--- src/rtl/core/rsaf_pkg.sv ---
package rsaf_pkg;

	// Operating modes, encoded as they appear on the result's mode field.
	typedef enum logic [2:0] {
		MODE_WAIT   = 3'd0,
		MODE_SPIN   = 3'd1,
		MODE_GLOBAL = 3'd2,
		MODE_LOCAL  = 3'd3,
		MODE_ATTACK = 3'd4,
		MODE_ESCAPE = 3'd5,
		MODE_TURN   = 3'd6
	} mode_t;

	// Side where the target was last seen.
	typedef enum logic [1:0] {
		SIDE_LEFT   = 2'd0,
		SIDE_CENTER = 2'd1,
		SIDE_RIGHT  = 2'd2
	} side_t;

	// Configuration register indexes.
	localparam int unsigned CFG_INDEX_W = 3;
	localparam int unsigned CFG_DATA_W  = 10;
	localparam logic [CFG_INDEX_W-1:0] REG_DETECT_THRESHOLD   = 3'd0;
	localparam logic [CFG_INDEX_W-1:0] REG_START_DELAY_TICKS  = 3'd1;
	localparam logic [CFG_INDEX_W-1:0] REG_INITIAL_SPIN_TICKS = 3'd2;
	localparam logic [CFG_INDEX_W-1:0] REG_LINE_ESCAPE_TICKS  = 3'd3;
	localparam logic [CFG_INDEX_W-1:0] REG_ESCAPE_TURN_TICKS  = 3'd4;
	localparam logic [CFG_INDEX_W-1:0] REG_LOCAL_SCAN_TICKS   = 3'd5;

	// Register reset values.
	localparam logic [7:0] DETECT_THRESHOLD_RST   = 8'd80;
	localparam logic [9:0] START_DELAY_TICKS_RST  = 10'd750;
	localparam logic [7:0] INITIAL_SPIN_TICKS_RST = 8'd100;
	localparam logic [7:0] LINE_ESCAPE_TICKS_RST  = 8'd40;
	localparam logic [7:0] ESCAPE_TURN_TICKS_RST  = 8'd70;
	localparam logic [7:0] LOCAL_SCAN_TICKS_RST   = 8'd70;

	// Motor speed constants, signed; the global-scan pair is already negative.
	localparam logic signed [7:0] SPEED_SPIN         = 8'sd25;
	localparam logic signed [7:0] SPEED_ESCAPE       = 8'sd70;
	localparam logic signed [7:0] SPEED_TURN         = 8'sd20;
	localparam logic signed [7:0] SPEED_GLOBAL_LEFT  = -8'sd39;
	localparam logic signed [7:0] SPEED_GLOBAL_RIGHT = -8'sd40;
	localparam logic signed [7:0] SPEED_LOCAL        = 8'sd25;
	localparam logic signed [7:0] SPEED_CHASE_CENTER = 8'sd20;
	localparam logic signed [7:0] SPEED_CHASE_SIDE   = 8'sd15;

	// One pass of the control loop.
	typedef struct packed {
		logic       tick;
		logic [7:0] range_left_now;
		logic [7:0] range_center_now;
		logic [7:0] range_right_now;
		logic [7:0] range_left_prev;
		logic [7:0] range_center_prev;
		logic [7:0] range_right_prev;
		logic       line_seen;
	} item_t;

	// Result of one pass.
	typedef struct packed {
		logic              speed_valid;
		logic signed [7:0] left_speed;
		logic signed [7:0] right_speed;
		logic [2:0]        mode;
	} result_t;

endpackage

--- src/rtl/core/robot_seek_attack_fsm_top.sv ---
// Mode controller of a small ring-fighting robot.
// Items arrive on the item channel (item_valid / item_ready), one per pass of
// the control loop; each carries the tick flag, current and previous range
// readings and the edge-line flag. Every item yields exactly one result on the
// result channel (result_valid / result_ready): speed_valid, the motor speed
// pair and the mode after the pass.
// An accepted item is held in the input register; the single-pass decision
// logic then writes the result register and the mode state together.
// Throughput is one item per cycle; it is set by the input register feeding
// the result register, which both advance in the same cycle whenever the
// result register is empty or being taken.
// When the receiver stalls, the result holds, the pending item waits in the
// input register and item_ready drops until the result is taken.
// The cfg channel (cfg_valid / cfg_ready, cfg_index, cfg_data) writes the six
// threshold and tick registers; it is always ready, indexes above five are
// ignored and data is truncated to the register width. Write it only while no
// item is in flight.
// Reset puts the registers at their defaults, the mode in wait, all tick
// counters at zero, the last side at center and both channels empty.
module robot_seek_attack_fsm_top (
	input  logic                                 clk,
	input  logic                                 arst_n,
	input  logic                                 item_valid,
	output logic                                 item_ready,
	input  rsaf_pkg::item_t                      item,
	output logic                                 result_valid,
	input  logic                                 result_ready,
	output rsaf_pkg::result_t                    result,
	input  logic                                 cfg_valid,
	output logic                                 cfg_ready,
	input  logic [rsaf_pkg::CFG_INDEX_W-1:0]     cfg_index,
	input  logic [rsaf_pkg::CFG_DATA_W-1:0]      cfg_data
);

	// Configuration registers.
	logic [7:0] detect_threshold_q;
	logic [9:0] start_delay_ticks_q;
	logic [7:0] initial_spin_ticks_q;
	logic [7:0] line_escape_ticks_q;
	logic [7:0] escape_turn_ticks_q;
	logic [7:0] local_scan_ticks_q;

	// Controller state.
	rsaf_pkg::mode_t mode_q;
	rsaf_pkg::side_t side_q;
	logic [9:0]      start_count_q;
	logic [7:0]      turn_count_q;
	logic [7:0]      escape_count_q;
	logic [7:0]      local_count_q;

	// Pipeline registers.
	logic              valid_s1;
	rsaf_pkg::item_t   item_s1;
	logic              valid_s2;
	rsaf_pkg::result_t result_s2;

	// Next-state values of the decision logic.
	rsaf_pkg::mode_t   mode_d;
	rsaf_pkg::side_t   side_d;
	logic [9:0]        start_count_d;
	logic [7:0]        turn_count_d;
	logic [7:0]        escape_count_d;
	logic [7:0]        local_count_d;
	rsaf_pkg::result_t result_d;

	logic advance;
	logic ln, cn, rn, lp, cp, rp;
	logic pair_now, persist;

	// The input register moves on when the result slot is free or draining.
	assign advance    = valid_s1 && (!valid_s2 || result_ready);
	assign item_ready = !valid_s1 || advance;
	assign cfg_ready  = 1'b1;

	assign result_valid = valid_s2;
	assign result       = result_s2;

	// Configuration writes.
	always_ff @(posedge clk or negedge arst_n) begin
		if (!arst_n) begin
			detect_threshold_q   <= rsaf_pkg::DETECT_THRESHOLD_RST;
			start_delay_ticks_q  <= rsaf_pkg::START_DELAY_TICKS_RST;
			initial_spin_ticks_q <= rsaf_pkg::INITIAL_SPIN_TICKS_RST;
			line_escape_ticks_q  <= rsaf_pkg::LINE_ESCAPE_TICKS_RST;
			escape_turn_ticks_q  <= rsaf_pkg::ESCAPE_TURN_TICKS_RST;
			local_scan_ticks_q   <= rsaf_pkg::LOCAL_SCAN_TICKS_RST;
		end else if (cfg_valid) begin
			case (cfg_index)
				rsaf_pkg::REG_DETECT_THRESHOLD:   detect_threshold_q   <= cfg_data[7:0];
				rsaf_pkg::REG_START_DELAY_TICKS:  start_delay_ticks_q  <= cfg_data;
				rsaf_pkg::REG_INITIAL_SPIN_TICKS: initial_spin_ticks_q <= cfg_data[7:0];
				rsaf_pkg::REG_LINE_ESCAPE_TICKS:  line_escape_ticks_q  <= cfg_data[7:0];
				rsaf_pkg::REG_ESCAPE_TURN_TICKS:  escape_turn_ticks_q  <= cfg_data[7:0];
				rsaf_pkg::REG_LOCAL_SCAN_TICKS:   local_scan_ticks_q   <= cfg_data[7:0];
				default: ;
			endcase
		end
	end

	// Input register.
	always_ff @(posedge clk or negedge arst_n) begin
		if (!arst_n) begin
			valid_s1 <= 1'b0;
		end else if (item_ready) begin
			valid_s1 <= item_valid;
		end
	end

	always_ff @(posedge clk) begin
		if (item_valid && item_ready) begin
			item_s1 <= item;
		end
	end

	// Sensor sightings against the threshold.
	assign ln = item_s1.range_left_now    > detect_threshold_q;
	assign cn = item_s1.range_center_now  > detect_threshold_q;
	assign rn = item_s1.range_right_now   > detect_threshold_q;
	assign lp = item_s1.range_left_prev   > detect_threshold_q;
	assign cp = item_s1.range_center_prev > detect_threshold_q;
	assign rp = item_s1.range_right_prev  > detect_threshold_q;

	assign pair_now = (rn && cn) || (ln && cn);
	assign persist  = (rn && rp) || (ln && lp) || (cn && cp);

	// Mode decision for one pass.
	always_comb begin
		rsaf_pkg::mode_t   m;
		logic              cv;
		logic signed [7:0] cl;
		logic signed [7:0] cr;

		m              = mode_q;
		side_d         = side_q;
		start_count_d  = start_count_q;
		turn_count_d   = turn_count_q;
		escape_count_d = escape_count_q;
		local_count_d  = local_count_q;
		cv             = 1'b0;
		cl             = '0;
		cr             = '0;

		if (mode_q == rsaf_pkg::MODE_WAIT) begin
			if (item_s1.tick) begin
				start_count_d = start_count_q + 10'd1;
			end
			if (start_count_d >= start_delay_ticks_q) begin
				m = rsaf_pkg::MODE_SPIN;
			end
		end else if (mode_q == rsaf_pkg::MODE_SPIN) begin
			cv = 1'b1;
			cl = rsaf_pkg::SPEED_SPIN;
			cr = -rsaf_pkg::SPEED_SPIN;
			if (item_s1.tick) begin
				turn_count_d = turn_count_q + 8'd1;
				if (pair_now) begin
					m = rsaf_pkg::MODE_ATTACK;
				end
			end
			// The end of the spin overrides an attack chosen in the same pass.
			if (turn_count_d == initial_spin_ticks_q) begin
				turn_count_d = '0;
				m = rsaf_pkg::MODE_GLOBAL;
			end
		end else begin
			// Timed modes advance their counters first.
			if (item_s1.tick) begin
				case (mode_q)
					rsaf_pkg::MODE_ESCAPE: begin
						escape_count_d = escape_count_q + 8'd1;
						if (escape_count_d == line_escape_ticks_q) begin
							turn_count_d = '0;
							m = rsaf_pkg::MODE_TURN;
						end
					end
					rsaf_pkg::MODE_TURN: begin
						turn_count_d = turn_count_q + 8'd1;
						if (turn_count_d == escape_turn_ticks_q) begin
							m = rsaf_pkg::MODE_GLOBAL;
						end
					end
					rsaf_pkg::MODE_LOCAL: begin
						local_count_d = local_count_q + 8'd1;
						if (local_count_d == local_scan_ticks_q) begin
							m = rsaf_pkg::MODE_GLOBAL;
						end
					end
					default: ;
				endcase
			end

			// Then the mode reached acts on the sensors.
			case (m)
				rsaf_pkg::MODE_ESCAPE: begin
					cv = 1'b1;
					cl = rsaf_pkg::SPEED_ESCAPE;
					cr = rsaf_pkg::SPEED_ESCAPE;
				end
				rsaf_pkg::MODE_TURN: begin
					if (pair_now) begin
						m = rsaf_pkg::MODE_ATTACK;
					end else if (side_q == rsaf_pkg::SIDE_LEFT) begin
						cv = 1'b1;
						cl = -rsaf_pkg::SPEED_TURN;
						cr = rsaf_pkg::SPEED_TURN;
					end else begin
						cv = 1'b1;
						cl = rsaf_pkg::SPEED_TURN;
						cr = -rsaf_pkg::SPEED_TURN;
					end
				end
				rsaf_pkg::MODE_GLOBAL: begin
					if (item_s1.line_seen) begin
						escape_count_d = '0;
						m = rsaf_pkg::MODE_ESCAPE;
					end else if (persist) begin
						m = rsaf_pkg::MODE_ATTACK;
					end
					cv = 1'b1;
					cl = rsaf_pkg::SPEED_GLOBAL_LEFT;
					cr = rsaf_pkg::SPEED_GLOBAL_RIGHT;
				end
				rsaf_pkg::MODE_LOCAL: begin
					if (persist) begin
						m = rsaf_pkg::MODE_ATTACK;
					end else begin
						cv = 1'b1;
						case (side_q)
							rsaf_pkg::SIDE_LEFT: begin
								cl = -rsaf_pkg::SPEED_LOCAL;
								cr = '0;
							end
							rsaf_pkg::SIDE_RIGHT: begin
								cl = '0;
								cr = -rsaf_pkg::SPEED_LOCAL;
							end
							default: begin
								cl = -rsaf_pkg::SPEED_LOCAL;
								cr = -rsaf_pkg::SPEED_LOCAL;
							end
						endcase
					end
				end
				rsaf_pkg::MODE_ATTACK: begin
					if (item_s1.line_seen) begin
						escape_count_d = '0;
						m = rsaf_pkg::MODE_ESCAPE;
					end
					// The chase may still fall back to local scan after the line.
					if (cn) begin
						side_d = rsaf_pkg::SIDE_CENTER;
						cv = 1'b1;
						cl = -rsaf_pkg::SPEED_CHASE_CENTER;
						cr = -rsaf_pkg::SPEED_CHASE_CENTER;
					end else if (ln) begin
						side_d = rsaf_pkg::SIDE_LEFT;
						cv = 1'b1;
						cl = -rsaf_pkg::SPEED_CHASE_SIDE;
						cr = rsaf_pkg::SPEED_CHASE_SIDE;
					end else if (rn) begin
						side_d = rsaf_pkg::SIDE_RIGHT;
						cv = 1'b1;
						cl = rsaf_pkg::SPEED_CHASE_SIDE;
						cr = -rsaf_pkg::SPEED_CHASE_SIDE;
					end else if (!rp && !lp && !cp) begin
						local_count_d = '0;
						m = rsaf_pkg::MODE_LOCAL;
					end
				end
				default: ;
			endcase
		end

		mode_d               = m;
		result_d.speed_valid = cv;
		result_d.left_speed  = cl;
		result_d.right_speed = cr;
		result_d.mode        = m;
	end

	// Controller state advances with each item that reaches the result register.
	always_ff @(posedge clk or negedge arst_n) begin
		if (!arst_n) begin
			mode_q         <= rsaf_pkg::MODE_WAIT;
			side_q         <= rsaf_pkg::SIDE_CENTER;
			start_count_q  <= '0;
			turn_count_q   <= '0;
			escape_count_q <= '0;
			local_count_q  <= '0;
		end else if (advance) begin
			mode_q         <= mode_d;
			side_q         <= side_d;
			start_count_q  <= start_count_d;
			turn_count_q   <= turn_count_d;
			escape_count_q <= escape_count_d;
			local_count_q  <= local_count_d;
		end
	end

	// Result register.
	always_ff @(posedge clk or negedge arst_n) begin
		if (!arst_n) begin
			valid_s2 <= 1'b0;
		end else if (!valid_s2 || result_ready) begin
			valid_s2 <= valid_s1;
		end
	end

	always_ff @(posedge clk) begin
		if (advance) begin
			result_s2 <= result_d;
		end
	end

endmodule

--- config.mk ---
export PLATFORM = sky130hd
export DESIGN_NAME = robot_seek_attack_fsm_top
export DESIGN_NICKNAME = d
export VERILOG_FILES = /design/src/rtl/core/rsaf_pkg.sv /design/src/rtl/core/robot_seek_attack_fsm_top.sv
export SDC_FILE = /design/constraint.sdc
export NUM_CORES = 1
export LEC_CHECK = 0
export BUFFER_PORTS_ARGS = -buffer_cell sky130_fd_sc_hd__buf_2
export CELL_PAD_IN_SITES_DETAIL_PLACEMENT = 1
export CELL_PAD_IN_SITES_GLOBAL_PLACEMENT = 1
export CORE_MARGIN = 5
export CORE_UTILIZATION = 30
export CTS_CLUSTER_DIAMETER = 30
export DETAILED_ROUTE_END_ITERATION = 7
export PLACE_DENSITY = 0.55
export SKIP_LAST_GASP = 1
export SYNTH_ARGS = -nofsm -noshare
export SYNTH_HDL_FRONTEND = slang
export SYNTH_SLANG_ARGS = --single-unit
export TNS_END_PERCENT = 50
--- constraint.sdc ---
create_clock -name clk -period 3.75 [get_ports clk]
set_input_delay 0.9375 -clock clk [delete_from_list [all_inputs] [get_ports clk]]
set_output_delay 0.9375 -clock clk [all_outputs]
set_load 0.005 [all_outputs]
==> results of run 1 <==
==> cell type report <==
type                    count  area share, %
repair buffers            103           5.30
multi-input cells         616           41.9
clock buffers              17           3.99
flip-flops and latches    161           41.3
clock inverters            15           1.49
inverters                  39           1.37
well taps                 396           4.64
==> kinds of logic after synthesis <==
group | Yosys count | share of synthesized area [%]
adders and majority gates | 62 | 8.48
DFF | 161 | 48.2
xor gates and xnor gates | 52 | 4.98
and+or+nand+nor | 247 | 14.1
other | 1 | 0.0410
muxes | 40 | 4.93
AOI/OAI and AO/OA | 214 | 16.3
buffers and inverters | 63 | 2.91
==> power by group <==
part	switching [W]	internal, W
Combinational	0.00108	0.000773
Sequential	0.000270	0.00223
Clock	0.000876	0.000896
Total	0.00223	0.00390
==> synthesized netlist by cell type, types with 9 or more instances <==
cell / instances
sky130_fd_sc_hd__xnor2_1: 30
sky130_fd_sc_hd__clkbuf_1: 13
sky130_fd_sc_hd__nor3_1: 14
sky130_fd_sc_hd__nor2b_1: 9
sky130_fd_sc_hd__edfxtp_1: 70
sky130_fd_sc_hd__nand2_1: 69
sky130_fd_sc_hd__a21o_1: 11
sky130_fd_sc_hd__o21ai_0: 51
sky130_fd_sc_hd__xor2_1: 22
sky130_fd_sc_hd__a21oi_1: 43
sky130_fd_sc_hd__dfstp_2: 21
sky130_fd_sc_hd__and3_1: 18
sky130_fd_sc_hd__nor2_1: 37
sky130_fd_sc_hd__nand4_1: 11
sky130_fd_sc_hd__nand2b_1: 14
sky130_fd_sc_hd__mux2_2: 36
sky130_fd_sc_hd__dfrtp_1: 70
sky130_fd_sc_hd__inv_1: 38
sky130_fd_sc_hd__o31ai_1: 9
sky130_fd_sc_hd__a31oi_1: 19
sky130_fd_sc_hd__ha_1: 62
sky130_fd_sc_hd__nand3_1: 29
==> how the worst max path moves through the flow <==
| stage | to | slack (ns) |
|---|---|---|
| after CTS | result[2] | 0.27 |
| after floorplan | result[18] | 0.82 |
| final | result[8] | 0.21 |
| after global routing | result[11] | 0.03 |
| after detailed placement | result[8] | 0.29 |
| after global placement | result[8] | 0.35 |
==> state kept, by name (all words and copies together) (netlist names) <==
signal and flops:
detect_threshold_q 8, start_delay_ticks_q 10, mode_q 3, item_s1 50
start_count_q 10, local_count_q 8, turn_count_q 8, escape_count_q 8
escape_turn_ticks_q 8, local_scan_ticks_q 8, initial_spin_ticks_q 8, result 20
line_escape_ticks_q 8, side_q 2, valid_s1 1, result_valid 1
==> worst register-to-register path, stage by stage, from the launching register on <==
cell,delay (ns)
sky130_fd_sc_hd__dfstp_2,0.52
sky130_fd_sc_hd__inv_1,0.18
sky130_fd_sc_hd__ha_1,0.35
sky130_fd_sc_hd__and4_1,0.23
sky130_fd_sc_hd__a21boi_0,0.28
sky130_fd_sc_hd__a22oi_1,0.22
sky130_fd_sc_hd__or3_1,0.42
sky130_fd_sc_hd__o221ai_1,0.17
sky130_fd_sc_hd__nor3_2,0.14
sky130_fd_sc_hd__a31oi_1,0.55
sky130_fd_sc_hd__o21ai_0,0.20
==> stage by stage <==
| step | utilization (%) | instance area, um^2 | instances | hold slack, ns |
|---|---|---|---|---|
| 2_1_floorplan | - | 9140 | 840 | 0.457 |
| 3_3_place_gp | 33.2 | 10100 | 1315 | 0.475 |
| 3_5_place_dp | 33.2 | 10100 | 1315 | 0.483 |
| 4_1_cts | 35.2 | 10700 | 1347 | 0.451 |
| 5_1_grt | 35.2 | 10700 | 1347 | 0.475 |
| 6_report | 35.2 | 10700 | 1347 | 0.448 |
==> layer usage <==
| metal | up-vias | GRT usage [%] | share of wire, % |
|---|---|---|---|
| li1 | 3328 | - | - |
| met1 | 3379 | 22.2 | 48 |
| met2 | 118 | 27.3 | 48 |
| met3 | 25 | 2.21 | 2.9 |
| met4 | 0 | 4.26 | 1.3 |
| met5 | - | 0 | 0 |
==> flow_summary_export.csv, run 1 <==
group,metric,value,unit
logic_synthesis,netlist.top_cell.by_area,"sky130_fd_sc_hd__edfxtp_1",
global_route,grt_pass1_wl,42600,um
timing,fin_skew,0.0162,ns
setup_path,critical_path_class,"reg2reg",
timing,setup_repair_after_global_routing_missed_its_margin,"false",
cells_and_area,layout_common_cells,"sky130_fd_sc_hd__buf_2, sky130_fd_sc_hd__dfrtp_1, sky130_fd_sc_hd__edfxtp_1",
hold_path,min_path_type,"in2async",
logic_synthesis,synthesized_cell_area,9140,um^2
global_route,grt_util_all_layers,16.3,%
global_route,via_count_of_the_first_global_routing_pass,7239,
clock_tree,htree_num_levels,4,
setup_path,critical_path.startpoint,"detect_threshold_q[4]",
timing,setup_viols_final,0,
setup_path,timing.critical_path.depth,10,
setup_path,setup.reg_to_reg.worst_slack,0.21,ns
clock_tree,post_cts.repair.setup_buffers,0,
logic_synthesis,synth-warning-count,0,
power,power.density,574,nW/um^2
power,cellLeakagePower,4.45,nW
setup_path,r2r_cells,10,
detailed_routing,drt_wl_total,26900,um
setup_path,timing.critical_path.fanout_max,7,
cells_and_area,layout.cells.most_common,"sky130_fd_sc_hd__buf_2",
die,initial_utilization,30.1,%
cells_and_area,nets,1068,
detailed_routing,detail_route.drc_violations,0,
setup_path,timing.critical_path.arrival,3.69,ns
power,vdd_drop_max,0.296,mV
clock_tree,clk_root_buf,"sky130_fd_sc_hd__clkbuf_16",
global_route,grt_overflow_total,0,
detailed_routing,detailedRoute.firstPassIterationCount,4,
clock_tree,cts_hold_repair.buffers,0,
logic_synthesis,area_share_of_the_largest_cell_type_after_synthesis,23.0,%
die,fp.coreArea,30300,um^2
logic_synthesis,synth.ff_latch_count,161,
timing,tns,0,ns
clock_tree,max-clock-path-buffers,2,
logic_synthesis,seq_area_frac_synth,48.2,%
logic_synthesis,ys_types,92,
detailed_routing,drt_iter0_drc,333,
setup_path,timing.critical_path.required,3.90,ns
logic_synthesis,synth_enable_flop_cells,70,
detailed_routing,detailroute.via_count,6850,
detailed_routing,drt.antenna.violating_nets,0,
cells_and_area,antenna_cells,0,
timing,fin_crit,3.54,ns
setup_path,timing.critical_path.slowest_cell_delay,0.55,ns
cells_and_area,fillerInstances,3370,
global_route,grt_start_max_net_pins,59,
setup_path,cells_along_the_critical_path,"inv_1 > ha_1 > and4_1 > a21boi_0 > a22oi_1 > or3_1 > o221ai_1 > nor3_2 > a31oi_1 > o21ai_0",
logic_synthesis,synth_top_cells_by_area,"sky130_fd_sc_hd__edfxtp_1, sky130_fd_sc_hd__dfrtp_1, sky130_fd_sc_hd__ha_1",
power,power.total,0.00612,W
place,gpl.final_weighted_congestion,0.805,
place,placement.io_buffers,89,
die,core.rowCount,64,
status,status,"finished clean",
cells_and_area,multi_input_comb_area,4480,um^2
timing,setup_ws,0.208,ns
cells_and_area,syn2layout_area_growth,16.7,%
clock_tree,ctsResizeCount,0,
global_route,grt_antenna_before_repair,1,
job,max_cap_violations,0,
cells_and_area,final-seq-area,4410,um^2
place,detailedPlace.worstSlack,0.295,ns
detailed_routing,detail_route.wl_per_cell,19.9,um
cells_and_area,post_route_cells_drive_above_1_share,23.1,%
place,dpl.hpwl,20100,um
logic_synthesis,synth-async-reset-ratio,56.5,%
timing,finalHoldViolCount,0,
clock_tree,clock_insertion_delay_worst_skew,0.44,ns
detailed_routing,avgViaCountPerCell,5.09,
timing,worst_relative_slew_slack,24.4,%
timing,timing.final.max_slew_violations,0,
die,fp.dieArea,34100,um^2
logic_synthesis,postSynthNetCount,970,
logic_synthesis,synth_flop_cell,"sky130_fd_sc_hd__edfxtp_1",
clock_tree,cts_made_buffers,17,
logic_synthesis,post_synth_inst_count,840,
clock_tree,clkTransAtPathRegs,0.08,ns
setup_path,cell_with_the_largest_stage_delay_on_the_worst_path,"sky130_fd_sc_hd__a31oi_1",
clock_tree,numClockSinks,161,
clock_tree,cts_tree,"done",
setup_path,crit_family,"compound AO/OA/AOI/OAI gates",
setup_path,r2r_end,"result[8]",
die,die_h,185,um
die,die_width,185,um
setup_path,cp-start-kind,"register",
timing,final.period_utilization,94.4,%
setup_path,rr_startpoint,"detect_threshold_q[4]",
setup_path,cp-end-kind,"register",
die,io_pins,91,
timing,clock.fmax,0.282,GHz
setup_path,critical_path.n_buffers_inverters,1,
timing,worst_pin_slew,1.13,ns
logic_synthesis,postSynthAreaPerCell,10.9,um^2
No activity file was read; power rests on OpenSTA's default activity.
==> run 2, diff against run 1 <==
- CELL_PAD_IN_SITES_DETAIL_PLACEMENT: 1 -> unset
- CELL_PAD_IN_SITES_GLOBAL_PLACEMENT: 1 -> unset
- PLACE_DENSITY: 0.55 -> 0.46
==> run 2 against run 1 <==
  * Final area up 0.27%
  * Register-to-register slack improved by 0.11 ns
  * Clock skew is 0.0015 ns lower
  * Via count down 1.0%
  * Clock-buffer cell count increased by 1
  * Sequential share of layout area shrank 0.11 points
  * Clock power about the same
  * Final cell count grew 0.15%
  * Global-route usage down 1.5 points
  * Die area is the same
  * Critical path type unchanged
  * Critical endpoint is now result[3]
==> flow_summary_export.csv, run 2 (synthesized netlist as in run 1, its figures left out) <==
group,metric,value,unit
detailed_routing,detail_route.wl_per_cell,18.1,um
die,io_pins,91,
timing,finalHoldViolCount,0,
cells_and_area,nets,1070,
detailed_routing,detailedRoute.firstPassIterationCount,5,
cells_and_area,final-seq-area,4410,um^2
detailed_routing,detailroute.via_count,6780,
detailed_routing,avgViaCountPerCell,5.03,
timing,setup_viols_final,0,
clock_tree,numClockSinks,161,
clock_tree,ctsResizeCount,0,
clock_tree,post_cts.repair.setup_buffers,0,
global_route,grt_busiest_layer,"met2",
die,fp.dieArea,34100,um^2
global_route,grt_start_max_net_pins,40,
cells_and_area,max_reg_flops,50,
die,fp.coreArea,30300,um^2
setup_path,timing.critical_path.arrival,3.69,ns
cells_and_area,layout.cells.most_common,"sky130_fd_sc_hd__buf_2",
detailed_routing,detail_route.drc_violations,0,
cells_and_area,syn2layout_area_growth,17.1,%
setup_path,timing.critical_path.slowest_cell_delay,0.48,ns
cells_and_area,fillerInstances,3015,
setup_path,critical_path_class,"reg2reg",
cells_and_area,biggest_register,"item_s1",
clock_tree,clk_root_buf,"sky130_fd_sc_hd__clkbuf_16",
setup_path,timing.critical_path.fanout_max,7,
detailed_routing,drt_iter0_drc,385,
cells_and_area,layout_common_cells,"sky130_fd_sc_hd__buf_2, sky130_fd_sc_hd__dfrtp_1, sky130_fd_sc_hd__edfxtp_1",
hold_path,min_path_type,"in2async",
timing,fin_skew,0.0148,ns
global_route,globalRouteMet1Util,20.4,%
detailed_routing,drt_wl_total,24400,um
status,status,"finished clean",
timing,final.period_utilization,91.4,%
timing,worst_relative_slew_slack,25.5,%
timing,clock.fmax,0.292,GHz
global_route,grt_pass1_wl,38600,um
timing,timing.final.max_slew_violations,0,
clock_tree,clkTransAtPathRegs,0.07,ns
cells_and_area,multi_input_comb_area,4480,um^2
setup_path,cp-end-kind,"register",
power,power.density,570,nW/um^2
setup_path,cp-start-kind,"register",
die,die_h,185,um
timing,fin_hold_ws,0.477,ns
clock_tree,cts_made_buffers,17,
global_route,via_count_of_the_first_global_routing_pass,6837,
place,dpl.hpwl,18500,um
detailed_routing,drt.antenna.violating_nets,0,
timing,tns,0,ns
global_route,grt_util_all_layers,14.7,%
die,initial_utilization,30.1,%
global_route,global_route.usage.met3,2.78,%
setup_path,cell_with_the_largest_stage_delay_on_the_worst_path,"sky130_fd_sc_hd__dfrtp_1",
timing,worst_pin_slew,1.12,ns
job,max_cap_violations,0,
clock_tree,htree_num_levels,4,
die,die_width,185,um
setup_path,cells_along_the_critical_path,"ha_1 > and3_1 > mux2_4 > a221o_1 > o41ai_4 > nand2_2 > nor3_2 > a31oi_1 > o31ai_1",
place,detailedPlace.worstSlack,0.352,ns
clock_tree,cts_tree,"done",
timing,setup_repair_after_global_routing_missed_its_margin,"false",
power,cellLeakagePower,4.47,nW
global_route,grt_antenna_before_repair,0,
cells_and_area,post_route_cells_drive_above_1_share,23.3,%
cells_and_area,antenna_cells,0,
clock_tree,max-clock-path-buffers,2,
setup_path,timing.critical_path.required,4.01,ns
clock_tree,cts_hold_repair.buffers,0,
timing,setup_ws,0.321,ns
place,placement.io_buffers,89,
timing,fin_crit,3.43,ns
global_route,grt_overflow_total,0,
global_route,met2_usage,24.0,%
power,vdd_drop_max,0.367,mV
place,gpl.final_weighted_congestion,0.842,
die,core.rowCount,64,
clock_tree,clock_insertion_delay_worst_skew,0.45,ns
-- run 2: cell count changes in the layout (fill, tap and decap cells not counted), sizes merged --
cell	previous run	this run
buf	103	105
clkinvlp	2	0
bufinv	0	1
clkbuf	17	18
-- run 2: critical path: cells and delay by family (launching register included) --
family / cells / cell delay, ns
mux: 1 / 0.32
simple gates: 3 / 0.92
compound gates: 4 / 1.15
flops: 1 / 0.48
fa+ha+maj: 1 / 0.36
-- run 2: cell type report --
type	count	share of cell area (%)
clock buffers	18	4.10
inverters	39	1.37
clock inverters	14	1.48
repair buffers	105	5.42
well taps	396	4.63
multi-input cells	616	41.8
flip-flops and latches	161	41.2
-- run 2: power by group --
| part | internal [W] | leakage [nW] | switching (W) |
|---|---|---|---|
| combinational | 0.000763 | 2.39 | 0.00105 |
| sequential | 0.00223 | 1.78 | 0.000263 |
| clock | 0.000968 | 0.297 | 0.000831 |
| total | 0.00396 | 4.47 | 0.00214 |
-- run 2: path summary, 6_finish.rpt --
check / endpoint / depth (start not counted) / slack [ns] / startpoint
max in group asynchronous: line_escape_ticks_q[3] / 2 / 2.52 / arst_n
min in group clk: start_count_q[9] / 1 / 0.49 / start_count_q[9]
max: result[3] / 9 / 0.32 / turn_count_q[0]
min reg2reg: start_count_q[9] / 1 / 0.49 / start_count_q[9]
min: initial_spin_ticks_q[4] / 1 / 0.48 / arst_n
max reg2reg: result[3] / 9 / 0.32 / turn_count_q[0]
-- run 2: through the flow --
stage	util [%]	cell area [um^2]	instances	power [W]
global route	35.3	10700	1349	0.00651
finish	35.3	10700	1349	0.00610
floorplan	-	9140	840	0.00375
detailed placement	33.3	10100	1317	0.00436
global placement	33.3	10100	1317	0.00435
CTS	35.3	10700	1349	0.00619
-- run 2: metal layers --
layer,wire length (um),vias up
met4,234,0
met1,11900,3294
met2,11500,123
met3,773,14
li1,-,3349
met5,0,-
